File: config.mk
export PLATFORM = sky130hd
export DESIGN_NAME = kpms_ram
export DESIGN_NICKNAME = d
export VERILOG_FILES = /design/src/hw/rtl/kpms_ram.sv
export SDC_FILE = /design/constraint.sdc
export NUM_CORES = 2
export LEC_CHECK = 0
export BUFFER_PORTS_ARGS = -buffer_cell sky130_fd_sc_hd__buf_2
export CAP_MARGIN = 10
export CORE_MARGIN = 4
export CORE_UTILIZATION = 30
export CTS_BUF_LIST = sky130_fd_sc_hd__clkbuf_16
export DETAILED_ROUTE_END_ITERATION = 10
export GPL_TIMING_DRIVEN = 1
export PLACE_DENSITY = 0.49
export SKIP_CTS_REPAIR_TIMING = 1
export SLEW_MARGIN = 0
export SYNTH_ARGS = -nofsm -noshare
export SYNTH_HDL_FRONTEND = slang
export SYNTH_SLANG_ARGS = --single-unit
File: constraint.sdc
create_clock -name clock -period 6.9 [get_ports clock]
set_input_delay 0.345 -clock clock [delete_from_list [all_inputs] [get_ports clock]]
set_output_delay 0.345 -clock clock [all_outputs]
set_load 0.01 [all_outputs]
File: src/hw/rtl/kpms_ram.sv
// ----------------------------------------------------------------------------
// kpms_ram
// Generic RAM: one write port, two read ports with registered read data.
// ----------------------------------------------------------------------------
module kpms_ram #(
   parameter int WIDTH = 64,
   parameter int DEPTH = 64
) (
   input  logic                       clock,
   input  logic                       wr_en,
   input  logic [$clog2(DEPTH)-1:0]   wr_addr,
   input  logic [WIDTH-1:0]           wr_data,
   input  logic [$clog2(DEPTH)-1:0]   rd_addr_a,
   input  logic [$clog2(DEPTH)-1:0]   rd_addr_b,
   output logic [WIDTH-1:0]           rd_data_a,
   output logic [WIDTH-1:0]           rd_data_b
);

   logic [WIDTH-1:0] mem_ff [DEPTH];
   logic [WIDTH-1:0] rd_data_a_ff;
   logic [WIDTH-1:0] rd_data_b_ff;

   always_ff @(posedge clock) begin
      if (wr_en) begin
         mem_ff[wr_addr] <= wr_data;
      end
      rd_data_a_ff <= mem_ff[rd_addr_a];
      rd_data_b_ff <= mem_ff[rd_addr_b];
   end

   assign rd_data_a = rd_data_a_ff;
   assign rd_data_b = rd_data_b_ff;

endmodule

==> key figures <==
Cells and area
  – Area delta synth->final: 14.5%
  – Finished Layout Cells: about 18000
  – Commonest non-fill, non-tap cell in the layout: edfxtp_1
  – # nets final: 9239
  – Final instance area: 215000 um^2
  – Layout cells sized above 1: 35.3%
  – Most frequent cells in the layout: edfxtp_1, mux4_2, o22ai_1
  – Fin util: between 30% and 40%

Placement
  – Pre-CTS WS: between 2000 and 3000 ps
  – Final HPWL DP: 441000 um
  – Routability congestion estimate: 0.830
  – Port Buffers: roughly 210
  – Placed Instance Area: 200000 um^2
  – DP Cell Count: 17000

Pwr
  – Net Sw Frac: 24.4%
  – Net Sw Power: 14.0 mW
  – Comb power frac: 8.0%
  – Max VDD drop: 0.000263 V
  – Clock Power Share: a little over two fifths
  – Power Total: 57.5 mW
  – Int Pwr: 43.5 mW
  – Leak: 65.5 nW
  – Pwr Density: 267 nW/um^2
  – Reg power frac: roughly half

Critical path
  – CP Max Fanout: 60
  – Worst R2R Start: mem_ff[47][63]
  – Critical path's top delay family: buffers and inverters
  – CP Cell Sequence: dlygate4sd3_1, buf_8, buf_4, nand3_4, buf_4, o22ai_1, nor4_1, o22a_1
  – Slowest-stage cell, CP: buf_4
  – Max stage delay on crit path: 820 ps
  – Path depth of the worst reg2reg path: 5
  – Crit path launch: rd_addr_b[2]
  – Critical Path RT: between 7000 and 8000 ps
  – WP buf/inv: 4
  – Cell depth of the worst setup path: 8
  – CP arrival: 4790 ps
  – Flop-to-flop setup slack: 4120 ps
  – Worst r2r dst: rd_data_a[63]
  – Worst Setup Path Type: in2reg
  – Critical Path Most Common Cell: buf_4
  – Startpoint Class: input port
  – Critical Path Sink: rd_data_b[46]
  – Crit end category: flop

Clock network
  – CTS root buf: clkbuf_16
  – Clock insertion delay at the later pin of the skew report: 1050 ps
  – Clock Sinks: 4224
  – H-tree levels: 5
  – TritonCTS buffer count: 464
  – Worst-path clk slew: 60 ps
  – CTS max path bufs: 4
  – CTS tree: yes

STA
  – Final Hold Viols: 0
  – Pins Over Slew Limit: 0
  – Setup Viol. Count Final: 0
  – Clock Skews: 70.9 ps
  – Fmax achieved: approximately 0.26 GHz
  – Final min period: 3830 ps
  – Worst hold slack: around 9.5 ps
  – Setup TNS: 0 ps
  – RSZ-0062 raised after global routing: no
  – Worst slew margin: 10.4%
  – Slew @ Worst Pin: roughly 1300 ps
  – Final Worst Setup Slack: 3070 ps
  – Final Cycle Share: 55.4%

Floorplanning
  – Die width: 799 um
  – Num rows: 290
  – Die Area: roughly 640000 um^2
  – Initial core utilization: 30.1%
  – Core area: between 600000 and 700000 um^2
  – Num ports: around 210
  – Die height: approximately 800 um

Synth
  – Syn Nets: 8925
  – Cells after synthesis: just under 9000
  – Async SR Flop Fraction: 0%
  – Main synth FF type: edfxtp_1
  – Mapped Area: 188000 um^2
  – Netlist cell types: 42
  – Yosys warning count: 0
  – Synth Area per Inst: 21.2 um^2
  – Yosys reg bits: between 4000 and 5000
  – Seq/Total Area, Yosys: between 60% and 70%
  – Post-synth EDFFs: a little over 4000

Detailed routing
  – Routed wire length: 759000 um
  – Vias: 110000
  – Antenna viol nets, final: 0
  – DRC: 0
  – Initial DRC count: 16800
  – Wirelength per Cell: 42.0 um
  – Drt first pass iters: 6
  – Via-to-Cell Ratio: approximately 6.1

Outcome
  – Status: complete, no violations

Global route
  – First-pass GRT wire length: 1010000 um
  – Antenna violations before repair: 116
  – Vias in the first global route: about 110k
  – Largest net degree at the start of global routing: 113
  – Remaining global-route overflow: 0
  – Total track usage: 23.2%

Hold path
  – Hold Path Class: in2reg

Job
  – Max Cap Viol: 0
-- how the worst min path moves through the flow --
stage,slack (ps),depth (start not counted),end,from
6_report,10,3,mem_ff[51][21],wr_addr[2]
5_1_grt,4,4,mem_ff[57][7],wr_addr[0]
4_1_cts,-190,2,rd_data_b[28],rd_addr_b[5]
3_5_place_dp,750,1,rd_data_a[13],rd_data_a[13]
3_3_place_gp,750,1,rd_data_a[13],rd_data_a[13]
2_1_floorplan,440,0,mem_ff[0][0],wr_data[0]
-- cell families (layout without fill, tap and decap cells) --
logic type      after synthesis  count (layout)  synth area share (%)
flops                      4224            4224                  66.9
mux                        2209            2209                  25.2
compound gates             1247            1247                  4.80
buf+inv                     743            1470                  2.05
simple gates                418             418                  1.08
other cells                   0             164                     0
-- synthesized netlist by cell type (33+ instances only) --
cell type / number / area (um^2)
edfxtp_1: 4096 / 123000
mux4_2: 2016 / 45400
o22ai_1: 533 / 3330
clkbuf_1: 296 / 1110
buf_2: 242 / 1210
mux2i_1: 177 / 1770
nor2_1: 164 / 616
buf_4: 140 / 1050
a22o_1: 136 / 1190
a221oi_1: 134 / 1170
a21oi_1: 128 / 641
dfxtp_1: 128 / 2560
a211oi_1: 79 / 593
o221ai_1: 73 / 639
nor3_1: 63 / 315
nor4_1: 55 / 344
o22a_1: 51 / 447
nand2_1: 39 / 146
a22oi_1: 37 / 278
buf_1: 33 / 124
-- worst reg2reg max path: stages, from the launching register on --
cell	delay, ps
edfxtp_1	390
mux4_2	490
mux2i_1	580
a31oi_1	510
a22oi_1	570
a221oi_2	90
-- area by class of cell --
type | instances | area [um^2]
well taps | 8322 | 10400
flip-flops and latches | 4224 | 126000
clock buffers | 468 | 11700
fillers | 57600 | 409000
repair buffers | 590 | 5010
multi-input cells | 3874 | 59100
inverters | 1 | 6.26
diodes | 164 | 410
clock inverters | 411 | 2840
-- flip-flops by register name, summed over array words and instances, names as in the netlist --
signal     flops
rd_data_b     64
rd_data_a     64
mem_ff      4096
-- power by group through the flow --
stage               Sequential, mW  Combinational [mW]  Clock (mW)
floorplan                     29.1                2.57           0
global placement              29.4                4.58           0
detailed placement            29.4                4.62           0
CTS                           28.9                4.63        24.4
global route                  28.8                4.81        25.5
finish                        28.8                4.62        24.1
-- per-layer routing --
| layer | GRT usage (%) | up-vias | share of wire (%) |
|---|---|---|---|
| met5 | 0 | - | 0.029 |
| met4 | 9.76 | 34 | 4.7 |
| met3 | 5.07 | 1436 | 10 |
| met2 | 36.9 | 7232 | 47 |
| met1 | 30.9 | 60700 | 38 |
| li1 | - | 40500 | - |
Note: power is estimated with default switching activity, not from simulation.
